File: src/rtl/core/bridge_adc_reader_with_tare_assert.svh
// Assertion macros used by the bridge reader top level
`ifndef BRIDGE_ADC_READER_WITH_TARE_ASSERT_SVH
`define BRIDGE_ADC_READER_WITH_TARE_ASSERT_SVH

// Check a condition in the same cycle as its trigger
`define BADC_ASSERT_NOW(lbl, ante, cons) \
    lbl: assert property (@(posedge clk) disable iff (!rst_n) (ante) |-> (cons)) \
        else $error("bridge reader check failed");

// Check a condition in the cycle after its trigger
`define BADC_ASSERT_NEXT(lbl, ante, cons) \
    lbl: assert property (@(posedge clk) disable iff (!rst_n) (ante) |=> (cons)) \
        else $error("bridge reader check failed");

`endif

File: src/rtl/core/badc_pkg.sv
`default_nettype none

package badc_pkg;

    localparam int DATA_BITS    = 24;
    localparam int EXTRA_PULSES = 3;
    localparam int MAX_SAMPLES  = 255;

    localparam int CNT_W   = 8;
    localparam int GAP_W   = 16;
    localparam int SUM_W   = 32;
    localparam int PULSE_W = 5;
    localparam int VAL_W   = DATA_BITS + 1;
    localparam int STEP_W  = $clog2(SUM_W);

    localparam logic [CNT_W-1:0] SAMPLE_COUNT_RST = CNT_W'(10);
    localparam logic [GAP_W-1:0] GAP_TICKS_RST    = GAP_W'(5000);

    // Register select bit of the configuration address
    localparam logic REG_SAMPLE_COUNT = 1'b0;
    localparam logic REG_GAP_TICKS    = 1'b1;

    typedef enum logic [1:0] {
        CMD_TICK = 2'd0,
        CMD_RAW  = 2'd1,
        CMD_ZERO = 2'd2,
        CMD_CAL  = 2'd3
    } cmd_t;

    typedef enum logic [2:0] {
        PH_IDLE  = 3'd0,
        PH_WAIT  = 3'd1,
        PH_RISE  = 3'd2,
        PH_FALL  = 3'd3,
        PH_XRISE = 3'd4,
        PH_XFALL = 3'd5,
        PH_GAP   = 3'd6
    } phase_t;

    typedef enum logic [1:0] {
        CS_IDLE = 2'd0,
        CS_DIV  = 2'd1,
        CS_FIN  = 2'd2
    } ctl_state_t;

    // Controller to datapath
    typedef struct packed {
        logic accept;
        logic div_start;
        logic finish;
    } ctl_cmd_t;

    // Datapath to controller
    typedef struct packed {
        logic need_div;
        logic div_busy;
        logic out_free;
    } ctl_sts_t;

    // Number of conversions per averaged measurement
    function automatic logic [CNT_W-1:0] eff_count(input logic [CNT_W-1:0] cnt);
        logic [CNT_W-1:0] n;
        n = cnt;
        if (n == '0)
        begin
            n = CNT_W'(1);
        end
        if (n > CNT_W'(MAX_SAMPLES))
        begin
            n = CNT_W'(MAX_SAMPLES);
        end
        return n;
    endfunction

endpackage

`default_nettype wire

File: src/rtl/core/bridge_adc_reader_with_tare.sv
// Output: a tick's result is registered and appears in the cycle after acceptance; for the
// tick that ends an averaged measurement it appears after the divider and the finish state.
// Throughput: one tick per cycle unless the output stalls; the tick that ends an averaged
// measurement holds the input for start, 32 shift-subtract divider steps, hand-over and load.
// Reset (rst_n low, asynchronous): sequence idle, offsets zero, output empty,
// sample_count 10, gap_ticks 5000.
`default_nettype none

`include "bridge_adc_reader_with_tare_assert.svh"

module bridge_adc_reader_with_tare (
    input  wire logic                            clk,
    input  wire logic                            rst_n,
    // APB configuration
    input  wire logic                            psel,
    input  wire logic                            penable,
    input  wire logic                            pwrite,
    input  wire logic [2:0]                      paddr,
    input  wire logic [31:0]                     pwdata,
    output logic [31:0]                          prdata,
    output logic                                 pready,
    // Tick requests
    input  wire logic                            in_valid,
    output logic                                 in_stall,
    input  wire logic                            dout_a,
    input  wire logic                            dout_b,
    input  wire logic [1:0]                      command,
    input  wire logic                            channel,
    // Results
    output logic                                 out_valid,
    input  wire logic                            out_stall,
    output logic                                 sck_a,
    output logic                                 sck_b,
    output logic                                 result_valid,
    output logic signed [badc_pkg::VAL_W-1:0]    result_value,
    output logic                                 busy_res,
    output logic [badc_pkg::DATA_BITS-1:0]       offset_a_out,
    output logic [badc_pkg::DATA_BITS-1:0]       offset_b_out
);
    import badc_pkg::*;

    logic [CNT_W-1:0] sample_count_reg;
    logic [GAP_W-1:0] gap_ticks_reg;
    logic             cfg_wr;
    ctl_cmd_t         ctl_cmd;
    ctl_sts_t         ctl_sts;

    // Configuration registers
    assign pready = 1'b1;
    assign cfg_wr = psel && penable && pwrite;

    always_ff @(posedge clk or negedge rst_n)
    begin
        if (!rst_n)
        begin
            sample_count_reg <= SAMPLE_COUNT_RST;
            gap_ticks_reg    <= GAP_TICKS_RST;
        end
        else if (cfg_wr)
        begin
            if (paddr[2] == REG_SAMPLE_COUNT)
            begin
                sample_count_reg <= pwdata[CNT_W-1:0];
            end
            else
            begin
                gap_ticks_reg <= pwdata[GAP_W-1:0];
            end
        end
    end

    assign prdata = (paddr[2] == REG_GAP_TICKS) ? 32'(gap_ticks_reg) : 32'(sample_count_reg);

    badc_ctrl u_ctrl (
        .clk      (clk),
        .rst_n    (rst_n),
        .in_valid (in_valid),
        .in_stall (in_stall),
        .sts      (ctl_sts),
        .cmd      (ctl_cmd)
    );

    badc_dp u_dp (
        .clk          (clk),
        .rst_n        (rst_n),
        .cmd          (ctl_cmd),
        .sts          (ctl_sts),
        .sample_count (sample_count_reg),
        .gap_ticks    (gap_ticks_reg),
        .dout_a       (dout_a),
        .dout_b       (dout_b),
        .command      (command),
        .channel      (channel),
        .out_valid    (out_valid),
        .out_stall    (out_stall),
        .sck_a        (sck_a),
        .sck_b        (sck_b),
        .result_valid (result_valid),
        .result_value (result_value),
        .busy_res     (busy_res),
        .offset_a_out (offset_a_out),
        .offset_b_out (offset_b_out)
    );

    // A finished value always closes its command
    `BADC_ASSERT_NOW(a_result_idle, out_valid && result_valid, !busy_res)
    // Only the active channel's clock may toggle
    `BADC_ASSERT_NOW(a_one_clock, out_valid, !(sck_a && sck_b))
    // Hold off new ticks while the average is being divided
    `BADC_ASSERT_NEXT(a_div_holds, ctl_cmd.accept && ctl_sts.need_div, in_stall && ctl_sts.div_busy)

endmodule

`default_nettype wire

File: src/rtl/core/badc_div.sv
`default_nettype none

module badc_div (
    input  wire logic                        clk,
    input  wire logic                        rst_n,
    input  wire logic                        start,
    input  wire logic [badc_pkg::SUM_W-1:0]  dividend,
    input  wire logic [badc_pkg::CNT_W-1:0]  divisor,
    output logic                             busy,
    output logic [badc_pkg::SUM_W-1:0]       quotient
);
    import badc_pkg::*;

    logic                busy_reg, busy_next;
    logic [STEP_W-1:0]   step_reg, step_next;
    logic [CNT_W-1:0]    rem_reg, rem_next;
    logic [CNT_W-1:0]    dvs_reg, dvs_next;
    logic [SUM_W-1:0]    quo_reg, quo_next;
    logic [CNT_W:0]      trial;

    // One restoring step per cycle, dividend shifts out as quotient shifts in
    always_comb
    begin
        busy_next = busy_reg;
        step_next = step_reg;
        rem_next  = rem_reg;
        dvs_next  = dvs_reg;
        quo_next  = quo_reg;
        trial     = {rem_reg, quo_reg[SUM_W-1]};
        if (start)
        begin
            busy_next = 1'b1;
            step_next = STEP_W'(SUM_W - 1);
            rem_next  = '0;
            dvs_next  = divisor;
            quo_next  = dividend;
        end
        else if (busy_reg)
        begin
            if (trial >= {1'b0, dvs_reg})
            begin
                rem_next = CNT_W'(trial - {1'b0, dvs_reg});
                quo_next = {quo_reg[SUM_W-2:0], 1'b1};
            end
            else
            begin
                rem_next = trial[CNT_W-1:0];
                quo_next = {quo_reg[SUM_W-2:0], 1'b0};
            end
            if (step_reg == '0)
            begin
                busy_next = 1'b0;
            end
            else
            begin
                step_next = step_reg - STEP_W'(1);
            end
        end
    end

    always_ff @(posedge clk or negedge rst_n)
    begin
        if (!rst_n)
        begin
            busy_reg <= 1'b0;
            step_reg <= '0;
        end
        else
        begin
            busy_reg <= busy_next;
            step_reg <= step_next;
        end
    end

    always_ff @(posedge clk)
    begin
        rem_reg <= rem_next;
        dvs_reg <= dvs_next;
        quo_reg <= quo_next;
    end

    assign busy     = busy_reg;
    assign quotient = quo_reg;

endmodule

`default_nettype wire

File: src/rtl/core/badc_ctrl.sv
`default_nettype none

module badc_ctrl (
    input  wire logic                  clk,
    input  wire logic                  rst_n,
    input  wire logic                  in_valid,
    output logic                       in_stall,
    input  wire badc_pkg::ctl_sts_t    sts,
    output badc_pkg::ctl_cmd_t         cmd
);
    import badc_pkg::*;

    ctl_state_t state_reg, state_next;

    // Next state
    always_comb
    begin
        state_next = state_reg;
        case (state_reg)
            CS_IDLE:
            begin
                if (in_valid && sts.out_free && sts.need_div)
                begin
                    state_next = CS_DIV;
                end
            end
            CS_DIV:
            begin
                if (!sts.div_busy)
                begin
                    state_next = CS_FIN;
                end
            end
            CS_FIN:
            begin
                if (sts.out_free)
                begin
                    state_next = CS_IDLE;
                end
            end
            default:
            begin
                state_next = CS_IDLE;
            end
        endcase
    end

    // Commands to the datapath
    always_comb
    begin
        in_stall      = 1'b1;
        cmd.accept    = 1'b0;
        cmd.div_start = 1'b0;
        cmd.finish    = 1'b0;
        case (state_reg)
            CS_IDLE:
            begin
                in_stall      = !sts.out_free;
                cmd.accept    = in_valid && sts.out_free;
                cmd.div_start = in_valid && sts.out_free && sts.need_div;
            end
            CS_FIN:
            begin
                cmd.finish = sts.out_free;
            end
            default:
            begin
                in_stall = 1'b1;
            end
        endcase
    end

    always_ff @(posedge clk or negedge rst_n)
    begin
        if (!rst_n)
        begin
            state_reg <= CS_IDLE;
        end
        else
        begin
            state_reg <= state_next;
        end
    end

endmodule

`default_nettype wire

File: src/rtl/core/badc_dp.sv
`default_nettype none

module badc_dp (
    input  wire logic                            clk,
    input  wire logic                            rst_n,
    input  wire badc_pkg::ctl_cmd_t              cmd,
    output badc_pkg::ctl_sts_t                   sts,
    input  wire logic [badc_pkg::CNT_W-1:0]      sample_count,
    input  wire logic [badc_pkg::GAP_W-1:0]      gap_ticks,
    input  wire logic                            dout_a,
    input  wire logic                            dout_b,
    input  wire logic [1:0]                      command,
    input  wire logic                            channel,
    output logic                                 out_valid,
    input  wire logic                            out_stall,
    output logic                                 sck_a,
    output logic                                 sck_b,
    output logic                                 result_valid,
    output logic signed [badc_pkg::VAL_W-1:0]    result_value,
    output logic                                 busy_res,
    output logic [badc_pkg::DATA_BITS-1:0]       offset_a_out,
    output logic [badc_pkg::DATA_BITS-1:0]       offset_b_out
);
    import badc_pkg::*;

    phase_t                phase_reg, phase_next;
    cmd_t                  acmd_reg, acmd_next;
    logic                  ach_reg, ach_next;
    logic [PULSE_W-1:0]    pulse_reg, pulse_next;
    logic [DATA_BITS-1:0]  shift_reg, shift_next;
    logic [CNT_W-1:0]      done_reg, done_next;
    logic [SUM_W-1:0]      sum_reg, sum_next;
    logic [GAP_W-1:0]      gap_reg, gap_next;
    logic [DATA_BITS-1:0]  off_a_reg, off_a_next;
    logic [DATA_BITS-1:0]  off_b_reg, off_b_next;

    logic                  ov_reg, ov_next;
    logic                  sck_a_reg, sck_b_reg, rv_reg, busy_reg;
    logic [VAL_W-1:0]      val_reg;
    logic [DATA_BITS-1:0]  oa_reg, ob_reg;

    logic                  dout;
    logic [PULSE_W-1:0]    pulse_inc;
    logic [CNT_W-1:0]      done_inc;
    logic [SUM_W-1:0]      sum_add;
    logic [CNT_W-1:0]      n_eff;
    logic                  need_div;
    logic                  load;
    logic                  sck;
    logic                  valid;
    logic [VAL_W-1:0]      value;
    logic [DATA_BITS-1:0]  avg;
    logic [DATA_BITS-1:0]  off_sel;
    logic                  div_busy;
    logic [SUM_W-1:0]      quotient;

    assign dout      = ach_reg ? dout_b : dout_a;
    assign pulse_inc = pulse_reg + PULSE_W'(1);
    assign done_inc  = done_reg + CNT_W'(1);
    assign sum_add   = sum_reg + SUM_W'(shift_reg);
    assign n_eff     = eff_count(sample_count);
    assign avg       = quotient[DATA_BITS-1:0];
    assign off_sel   = ach_reg ? off_b_reg : off_a_reg;

    // The last conversion of an averaged measurement needs the divider
    assign need_div = (phase_reg == PH_XFALL)
                   && (pulse_inc >= PULSE_W'(EXTRA_PULSES))
                   && (acmd_reg != CMD_RAW)
                   && (done_inc >= n_eff);

    badc_div u_div (
        .clk      (clk),
        .rst_n    (rst_n),
        .start    (cmd.div_start),
        .dividend (sum_add),
        .divisor  (n_eff),
        .busy     (div_busy),
        .quotient (quotient)
    );

    // Advance the converter sequence by one tick, or apply the finished average
    always_comb
    begin
        phase_next = phase_reg;
        acmd_next  = acmd_reg;
        ach_next   = ach_reg;
        pulse_next = pulse_reg;
        shift_next = shift_reg;
        done_next  = done_reg;
        sum_next   = sum_reg;
        gap_next   = gap_reg;
        off_a_next = off_a_reg;
        off_b_next = off_b_reg;
        sck        = 1'b0;
        valid      = 1'b0;
        value      = '0;
        if (cmd.finish)
        begin
            if (acmd_reg == CMD_CAL)
            begin
                valid      = 1'b1;
                value      = {1'b0, avg} - {1'b0, off_sel};
                phase_next = PH_IDLE;
            end
            else if (!ach_reg)
            begin
                // Channel A zeroed, move on to channel B, after a gap if gap_ticks is nonzero
                off_a_next = avg;
                ach_next   = 1'b1;
                done_next  = '0;
                sum_next   = '0;
                if (gap_ticks == '0)
                begin
                    phase_next = PH_WAIT;
                    gap_next   = '0;
                end
                else
                begin
                    phase_next = PH_GAP;
                    gap_next   = gap_ticks;
                end
            end
            else
            begin
                off_b_next = avg;
                phase_next = PH_IDLE;
            end
        end
        else if (cmd.accept)
        begin
            case (phase_reg)
                PH_IDLE:
                begin
                    if (cmd_t'(command) != CMD_TICK)
                    begin
                        acmd_next  = cmd_t'(command);
                        ach_next   = (cmd_t'(command) == CMD_ZERO) ? 1'b0 : channel;
                        done_next  = '0;
                        sum_next   = '0;
                        pulse_next = '0;
                        shift_next = '0;
                        phase_next = PH_WAIT;
                    end
                end
                PH_WAIT:
                begin
                    if (!dout)
                    begin
                        sck        = 1'b1;
                        pulse_next = '0;
                        shift_next = '0;
                        phase_next = PH_FALL;
                    end
                end
                PH_RISE:
                begin
                    sck        = 1'b1;
                    phase_next = PH_FALL;
                end
                PH_FALL:
                begin
                    shift_next = {shift_reg[DATA_BITS-2:0], dout};
                    if (pulse_inc >= PULSE_W'(DATA_BITS))
                    begin
                        pulse_next = '0;
                        phase_next = PH_XRISE;
                    end
                    else
                    begin
                        pulse_next = pulse_inc;
                        phase_next = PH_RISE;
                    end
                end
                PH_XRISE:
                begin
                    sck        = 1'b1;
                    phase_next = PH_XFALL;
                end
                PH_XFALL:
                begin
                    if (pulse_inc < PULSE_W'(EXTRA_PULSES))
                    begin
                        pulse_next = pulse_inc;
                        phase_next = PH_XRISE;
                    end
                    else if (acmd_reg == CMD_RAW)
                    begin
                        pulse_next = '0;
                        valid      = 1'b1;
                        value      = {1'b0, shift_reg};
                        phase_next = PH_IDLE;
                    end
                    else
                    begin
                        // Accumulate; hold the phase while the divider runs
                        pulse_next = '0;
                        sum_next   = sum_add;
                        done_next  = done_inc;
                        if (!need_div)
                        begin
                            if (gap_ticks == '0)
                            begin
                                phase_next = PH_WAIT;
                                gap_next   = '0;
                            end
                            else
                            begin
                                phase_next = PH_GAP;
                                gap_next   = gap_ticks;
                            end
                        end
                    end
                end
                PH_GAP:
                begin
                    if (gap_reg <= GAP_W'(1))
                    begin
                        gap_next   = '0;
                        phase_next = PH_WAIT;
                    end
                    else
                    begin
                        gap_next = gap_reg - GAP_W'(1);
                    end
                end
                default:
                begin
                    phase_next = PH_IDLE;
                end
            endcase
        end
    end

    // Load the output register once per finished tick
    assign load = (cmd.accept && !need_div) || cmd.finish;

    always_comb
    begin
        if (load)
        begin
            ov_next = 1'b1;
        end
        else if (!out_stall)
        begin
            ov_next = 1'b0;
        end
        else
        begin
            ov_next = ov_reg;
        end
    end

    always_ff @(posedge clk or negedge rst_n)
    begin
        if (!rst_n)
        begin
            phase_reg <= PH_IDLE;
            acmd_reg  <= CMD_TICK;
            ach_reg   <= 1'b0;
            pulse_reg <= '0;
            shift_reg <= '0;
            done_reg  <= '0;
            sum_reg   <= '0;
            gap_reg   <= '0;
            off_a_reg <= '0;
            off_b_reg <= '0;
            ov_reg    <= 1'b0;
        end
        else
        begin
            phase_reg <= phase_next;
            acmd_reg  <= acmd_next;
            ach_reg   <= ach_next;
            pulse_reg <= pulse_next;
            shift_reg <= shift_next;
            done_reg  <= done_next;
            sum_reg   <= sum_next;
            gap_reg   <= gap_next;
            off_a_reg <= off_a_next;
            off_b_reg <= off_b_next;
            ov_reg    <= ov_next;
        end
    end

    // Output payload, captured with the post-tick state
    always_ff @(posedge clk)
    begin
        if (load)
        begin
            sck_a_reg <= sck && !ach_next;
            sck_b_reg <= sck && ach_next;
            rv_reg    <= valid;
            val_reg   <= value;
            busy_reg  <= (phase_next != PH_IDLE);
            oa_reg    <= off_a_next;
            ob_reg    <= off_b_next;
        end
    end

    assign sts.need_div = need_div;
    assign sts.div_busy = div_busy;
    assign sts.out_free = !ov_reg || !out_stall;

    assign out_valid    = ov_reg;
    assign sck_a        = sck_a_reg;
    assign sck_b        = sck_b_reg;
    assign result_valid = rv_reg;
    assign result_value = val_reg;
    assign busy_res     = busy_reg;
    assign offset_a_out = oa_reg;
    assign offset_b_out = ob_reg;

endmodule

`default_nettype wire

File: config.mk
export PLATFORM = sky130hd
export DESIGN_NAME = bridge_adc_reader_with_tare
export DESIGN_NICKNAME = d
export VERILOG_FILES = /design/src/rtl/core/badc_pkg.sv /design/src/rtl/core/bridge_adc_reader_with_tare.sv /design/src/rtl/core/badc_div.sv /design/src/rtl/core/badc_ctrl.sv /design/src/rtl/core/badc_dp.sv
export VERILOG_INCLUDE_DIRS = /design/src /design/src/rtl/core
export SDC_FILE = /design/constraint.sdc
export NUM_CORES = 1
export LEC_CHECK = 0
export ABC_AREA = 1
export BUFFER_PORTS_ARGS = -buffer_cell sky130_fd_sc_hd__buf_4
export CAP_MARGIN = 20
export CORE_MARGIN = 3
export CORE_UTILIZATION = 40
export DETAILED_ROUTE_END_ITERATION = 8
export GPL_ROUTABILITY_DRIVEN = 0
export PLACE_DENSITY = 0.61
export SETUP_SLACK_MARGIN = 0.15
export SKIP_CTS_REPAIR_TIMING = 1
export SYNTH_ARGS = -nofsm -noshare
export SYNTH_HDL_FRONTEND = slang
export SYNTH_SLANG_ARGS = --single-unit
File: constraint.sdc
create_clock -name clk -period 8 [get_ports clk]
set_clock_uncertainty 0.05 [all_clocks]
set_input_delay 1.2 -clock clk [delete_from_list [all_inputs] [get_ports clk]]
set_output_delay 1.2 -clock clk [all_outputs]
set_load 0.01 [all_outputs]
==> results of run 1 <==
-- synth_stat cells (3+ instances only) --
library cell	n	area, sq um
nand2_1	486	1824
inv_1	213	799.5
o21ai_0	210	1051
dfrtp_1	165	4129
nor2_1	150	563.0
edfxtp_1	117	3513
nand3_1	94	470.5
a21oi_1	88	440.4
ha_1	71	888.4
nand4_1	31	193.9
clkbuf_1	29	108.9
buf_4	24	180.2
xor2_1	24	210.2
mux2i_1	23	230.2
o21ai_2	20	175.2
xnor2_1	20	175.2
o22ai_1	17	106.4
buf_2	14	70.07
nor3_1	14	70.07
inv_2	9	33.78
o211ai_1	9	67.56
dfxtp_1	8	160.2
a21o_1	7	52.55
dfstp_2	7	183.9
o21ai_1	7	35.03
a21boi_0	5	37.54
a31oi_1	5	31.28
buf_6	5	56.30
o21bai_1	5	37.54
nor2_2	4	25.02
nor4_1	4	25.02
buf_1	3	11.26
fa_1	3	60.06
nor2_4	3	33.78
nor2_8	3	60.06
-- cells by family (layout without fill, tap and decap cells) --
family,after synthesis,count (layout),share of synthesized area
AO/OA/AOI/OAI,385,385,0.1308
other,2,17,0.0004571
AND/OR/NAND/NOR,810,810,0.2095
multiplexers,24,24,0.01470
flip-flops,297,297,0.4861
adder cells (fa/ha/maj),74,74,0.05773
buffers and inverters,299,417,0.07715
XOR/XNOR,44,44,0.02346
-- metal layers --
layer  global-route usage  up-vias  share of wire
li1                     -     6619              -
met4              0.06120        0          0.028
met1               0.2610     6203           0.46
met5                    0        -              0
met3              0.02732       69          0.045
met2               0.3088      347           0.47
-- tightest hold or removal path, cell delays in order, from the launching register on --
cell	delay (ns)
dfxtp_1	0.32
nand2_1	0.07
nand2_1	0.04
-- layout make-up --
type | instances | area (sq um) | share of cell area
flip-flops and latches | 297 | 7986 | 0.4208
multi-input cells | 1354 | 7247 | 0.3818
repair buffers | 131 | 987.2 | 0.05201
clock buffers | 42 | 954.7 | 0.05030
inverters | 224 | 840.8 | 0.04430
well taps | 525 | 656.9 | 0.03461
clock inverters | 20 | 307.8 | 0.01622
-- worst paths after layout --
check / startpoint / end / cells past startpoint
setup / recovery: u_dp.done_reg[2] / u_dp.offset_b_out[8] / 15
hold / removal: u_dp.u_div.rem_reg[3] / u_dp.u_div.rem_reg[3] / 2
setup reg to reg: u_dp.done_reg[2] / u_dp.offset_b_out[8] / 15
hold reg to reg: u_dp.u_div.rem_reg[3] / u_dp.u_div.rem_reg[3] / 2
max in group asynchronous: rst_n / u_dp.gap_reg[4] / 2
min in group asynchronous: rst_n / u_dp.shift_reg[10] / 1
-- power by group --
| group | leakage [nW] | total [W] | switching [W] | internal, W |
|---|---|---|---|---|
| sequential | 3.53 | 0.00193 | 0.000141 | 0.00179 |
| clock | 0.620 | 0.00174 | 0.000635 | 0.00111 |
| combinational | 4.71 | 0.00119 | 0.000781 | 0.000405 |
| total | 8.86 | 0.00486 | 0.00156 | 0.00331 |
-- stage by stage --
step / utilization / cell area, sq um
floorplan: - / 16480
global route: 0.4723 / 18980
detailed placement: 0.4409 / 17720
finish: 0.4723 / 18980
global placement: 0.4409 / 17720
CTS: 0.4723 / 18980
==> flow_summary.yaml, run 1 <==
grt:
  grt_pass1_vias: 12830
  grt_first_pass_wirelength_mm: 67.66
  grt_overflow: 0
  antenna_found_initial: 0
  grt_start_max_net_pins: 101
  grtUsageTotal: 0.1890
routing:
  vias: 13240
  drc: 0
  wire_per_inst_um: 16.04
  dr.pass1.iters: 6
  via_per_inst: 5.105
  ant_nets: 0
  routed_wl_mm: 41.60
  drtIter0Drc: 939
floorplanning:
  core_sq_um: 40190
  die-area_sq_um: 43540
  die_x_um: 208.7
  rows: 73
  num_io_pins: 159
  initial_core_util: 0.4088
  die_height_um: 208.7
cts:
  cts.sinks: 297
  cts.clk_slew.worst_paths_ns: 0.06
  root_buffer: "clkbuf_16"
  clock_tree.buffer_depth: 3
  clkLatencyLatePin_ns: 0.53
  tritoncts: "yes"
  h-tree-depth: 2
  cts_buffers: 34
layout:
  final_cells: 2593
  fillers: 3878
  nNetsFinal: 2163
  drive_gt1_frac: 0.1209
  area_delta_synth_final_pct: 15.54
  n_antenna_cell: 0
  layout_commonest_cell: "nand2_1"
  mostFrequentLayoutCells: "486 x nand2_1, 212 x inv_1, 210 x o21ai_0"
timing:
  rsz0062_at_grt: "false"
  slew_violations: 0
  max_freq_mhz: 249.5
  period_minus_slack_ns: 4.007
  setup_viol: 0
  final.period_utilization: 0.5009
  max_slew_margin: 0.3281
  setup_slack_ns: 3.993
  hold_violations: 0
  fin_setup_tns_ns: 0
  worst_slew_pin_slew_ns: 1.008
  holdWs_ns: 0.4295
worst_setup_path:
  end_kind: "register"
  critical_path_buf_inv_count: 4
  worst_path_largest_cell_delay_ns: 0.71
  crit_chain: "nand2_1 > inv_1 > nand4_1 > nor2_1 > nand2_1 > xor2_1 > inv_1 > ha_1 > a21o_1 > nor2_1 > nand3_1 > nand4_1 > inv_1 > nor2_4 > buf_4"
  cp.arrival_ns: 4.10
  crit_family: "simple AND/OR/NAND/NOR gates"
  ff2ff_setup_slack_ns: 3.99
  cp_common_cell: "inv_1"
  cp_slowest_cell: "buf_4"
  cp_max_fo: 70
  criticalPathCategory: "reg2reg"
  cp-start-kind: "register"
  worstPathRequired_ns: 8.09
placed_design:
  pre_cts_ws_ns: 3.585
  placedCellCount: 2531
  port_buffers: 123
  dp_hpwl_mm: 30.57
power:
  p_leak_nw: 8.858
  p_total_w: 0.004863
  irDropWorstVdd_uv: 157.2
  powerDensity_nw_per_um2: 256.2
yosys:
  ys_types: 61
  synth_seq_cells: 297
  yosysSeqAreaShare: 0.4861
  ys.flop_type: "dfrtp_1"
  synthCells: 1935
  synthesis.area_sq_um: 16430
  synth.avg_cell_area_sq_um: 8.490
  synth-edff-count: 117
  yosys_warnings: 0
  async_flop_share: 0.5791
status:
  status: "finished, final reports clean"
worst_hold_path:
  min_path_type: "reg2reg"
job:
  max_cap_violations: 0
No activity file was read; power rests on OpenSTA's default activity.
==> run 2, diff against run 1 <==
- PLACE_DENSITY: 0.61 -> 0.63
- clock period: 8 -> 3.2 ns (I/O delays scaled with it)
==> run 2 against run 1 <==
Fmax up 35%. Global-route usage decreased by 0.11 points. Wire length up 2.1%. Non-clock buffer count is 45 higher. First-iteration DRC count grew 16%. Clock power increased by 93%. Combinational power increased to 2.7 times the previous value. Core utilization is 0.59 points higher. Cell area rose by 1.2%. Sequential power grew to 2.5 times the previous value. Worst hold slack got worse by 0.31 ns. Largest cell class unchanged.
==> flow_summary.yaml, run 2 (synthesized netlist as in run 1, its figures left out) <==
timing:
  setup_viol: 0
  max_freq_mhz: 336.2
  worst_slew_pin_slew_ns: 0.9403
  setup_slack_ns: 0.2252
  hold_violations: 0
  holdWs_ns: 0.1155
  slew_violations: 0
  final.period_utilization: 0.9296
  rsz0062_at_grt: "false"
  max_slew_margin: 0.3716
  period_minus_slack_ns: 2.975
placed_design:
  dp_hpwl_mm: 31.78
  pre_cts_ws_ns: 0.06043
  placed_cell_area_sq_um: 18030
  port_buffers: 123
floorplanning:
  die_x_um: 208.7
  die-area_sq_um: 43540
  num_io_pins: 159
  die_height_um: 208.7
  rows: 73
  core_sq_um: 40190
  initial_core_util: 0.4088
routing:
  dr.pass1.iters: 6
  drc: 0
  routed_wl_mm: 42.49
  ant_nets: 0
  via_per_inst: 5.160
  drtIter0Drc: 1092
  wire_per_inst_um: 16.14
  vias: 13590
worst_setup_path:
  worstPathRequired_ns: 3.43
  cp_slowest_cell: "dfrtp_1"
  cp.arrival_ns: 3.20
  crit_family: "simple AND/OR/NAND/NOR gates"
  cp-start-kind: "register"
  cp_max_fo: 14
  crit_chain: "nand2_1 > inv_2 > nand4_1 > nor2_1 > nand2_1 > xor2_2 > inv_2 > ha_4 > nand2_4 > nor2_2 > nand4_1 > nand3_2 > nand3_4 > nor2_8 > nor2_4 > clkinvlp_4 > buf_12 > buf_12"
  criticalPathCategory: "reg2reg"
  worst_path_largest_cell_delay_ns: 0.39
  critical_path_buf_inv_count: 5
  end_kind: "register"
layout:
  layout_commonest_cell: "nand2_1"
  mostFrequentLayoutCells: "485 x nand2_1, 209 x inv_1, 208 x o21ai_0"
  fin_area_sq_um: 19220
  area_delta_synth_final_pct: 16.97
  drive_gt1_frac: 0.1418
  n_antenna_cell: 0
  finish.utilization: 0.4781
  nNetsFinal: 2205
worst_hold_path:
  min_path_type: "in2reg"
grt:
  grt_overflow: 0
  grt_first_pass_wirelength_mm: 67.74
  grtUsageTotal: 0.1880
  grt_start_max_net_pins: 73
  antenna_found_initial: 0
  grt_pass1_vias: 13020
job:
  max_cap_violations: 0
cts:
  tritoncts: "yes"
  clock_tree.buffer_depth: 3
  cts.sinks: 297
  clkLatencyLatePin_ns: 0.56
  root_buffer: "clkbuf_16"
  cts_buffers: 31
  cts.clk_slew.worst_paths_ns: 0.06
  h-tree-depth: 1
status:
  status: "finished, final reports clean"
power:
  p_total_w: 0.01145
  powerDensity_nw_per_um2: 595.9
  irDropWorstVdd_uv: 413.7
  p_leak_nw: 8.964
-- run 2: cell count changes in the layout (fill, tap and decap cells not counted), sizes merged --
cell,change
buf,+42
bufinv,-8
clkinv,+1
clkinvlp,+4
dlygate4sd3,+1
-- run 2: power by group --
| group | leakage, nW | internal, W | switching, W | total [W] |
|---|---|---|---|---|
| sequential | 3.53 | 0.00448 | 0.000359 | 0.00484 |
| combinational | 4.98 | 0.00123 | 0.00204 | 0.00326 |
| clock | 0.454 | 0.00186 | 0.00149 | 0.00335 |
| total | 8.96 | 0.00757 | 0.00388 | 0.0115 |
-- run 2: final timing paths --
path	startpoint	to	slack (ns)	cells after the start
max	u_dp.done_reg[2]	u_dp.u_div.quotient[14]	0.23	18
min	command[0]	u_dp.acmd_reg[0]	0.12	3
max reg2reg	u_dp.done_reg[2]	u_dp.u_div.quotient[14]	0.23	18
min reg2reg	sample_count_reg[5]	u_dp.u_div.dvs_reg[5]	0.42	0
max in group asynchronous	rst_n	gap_ticks_reg[12]	1.75	3
min in group asynchronous	rst_n	u_dp.shift_reg[10]	0.46	2
-- run 2: layout make-up --
type / instances / area, sq um
well taps: 525 / 656.9
clock buffers: 40 / 849.6
multi-input cells: 1354 / 7316
fillers: 3839 / 20970
flip-flops and latches: 297 / 7988
repair buffers: 176 / 1470
inverters: 224 / 844.6
clock inverters: 17 / 91.34
-- run 2: metrics by stage --
stage	std cells	setup TNS, ns
2_1_floorplan	1950	-23.69
3_3_place_gp	2561	0
3_5_place_dp	2561	0
4_1_cts	2618	0
5_1_grt	2633	0
6_report	2633	0
-- run 2: layer usage --
layer / up-vias / part of all wire / GRT usage
li1: 6703 / - / -
met2: 388 / 0.47 / 0.3148
met1: 6422 / 0.44 / 0.2512
met4: 0 / 0.033 / 0.05889
met3: 74 / 0.054 / 0.03093
met5: - / 0 / 0
-- run 2: worst min-delay path, delay by kind of cell --
kind                   cells  cell delay, ns
buffers and inverters      1            0.10
and+or+nand+nor            1            0.05
AOI/OAI and AO/OA          1            0.06
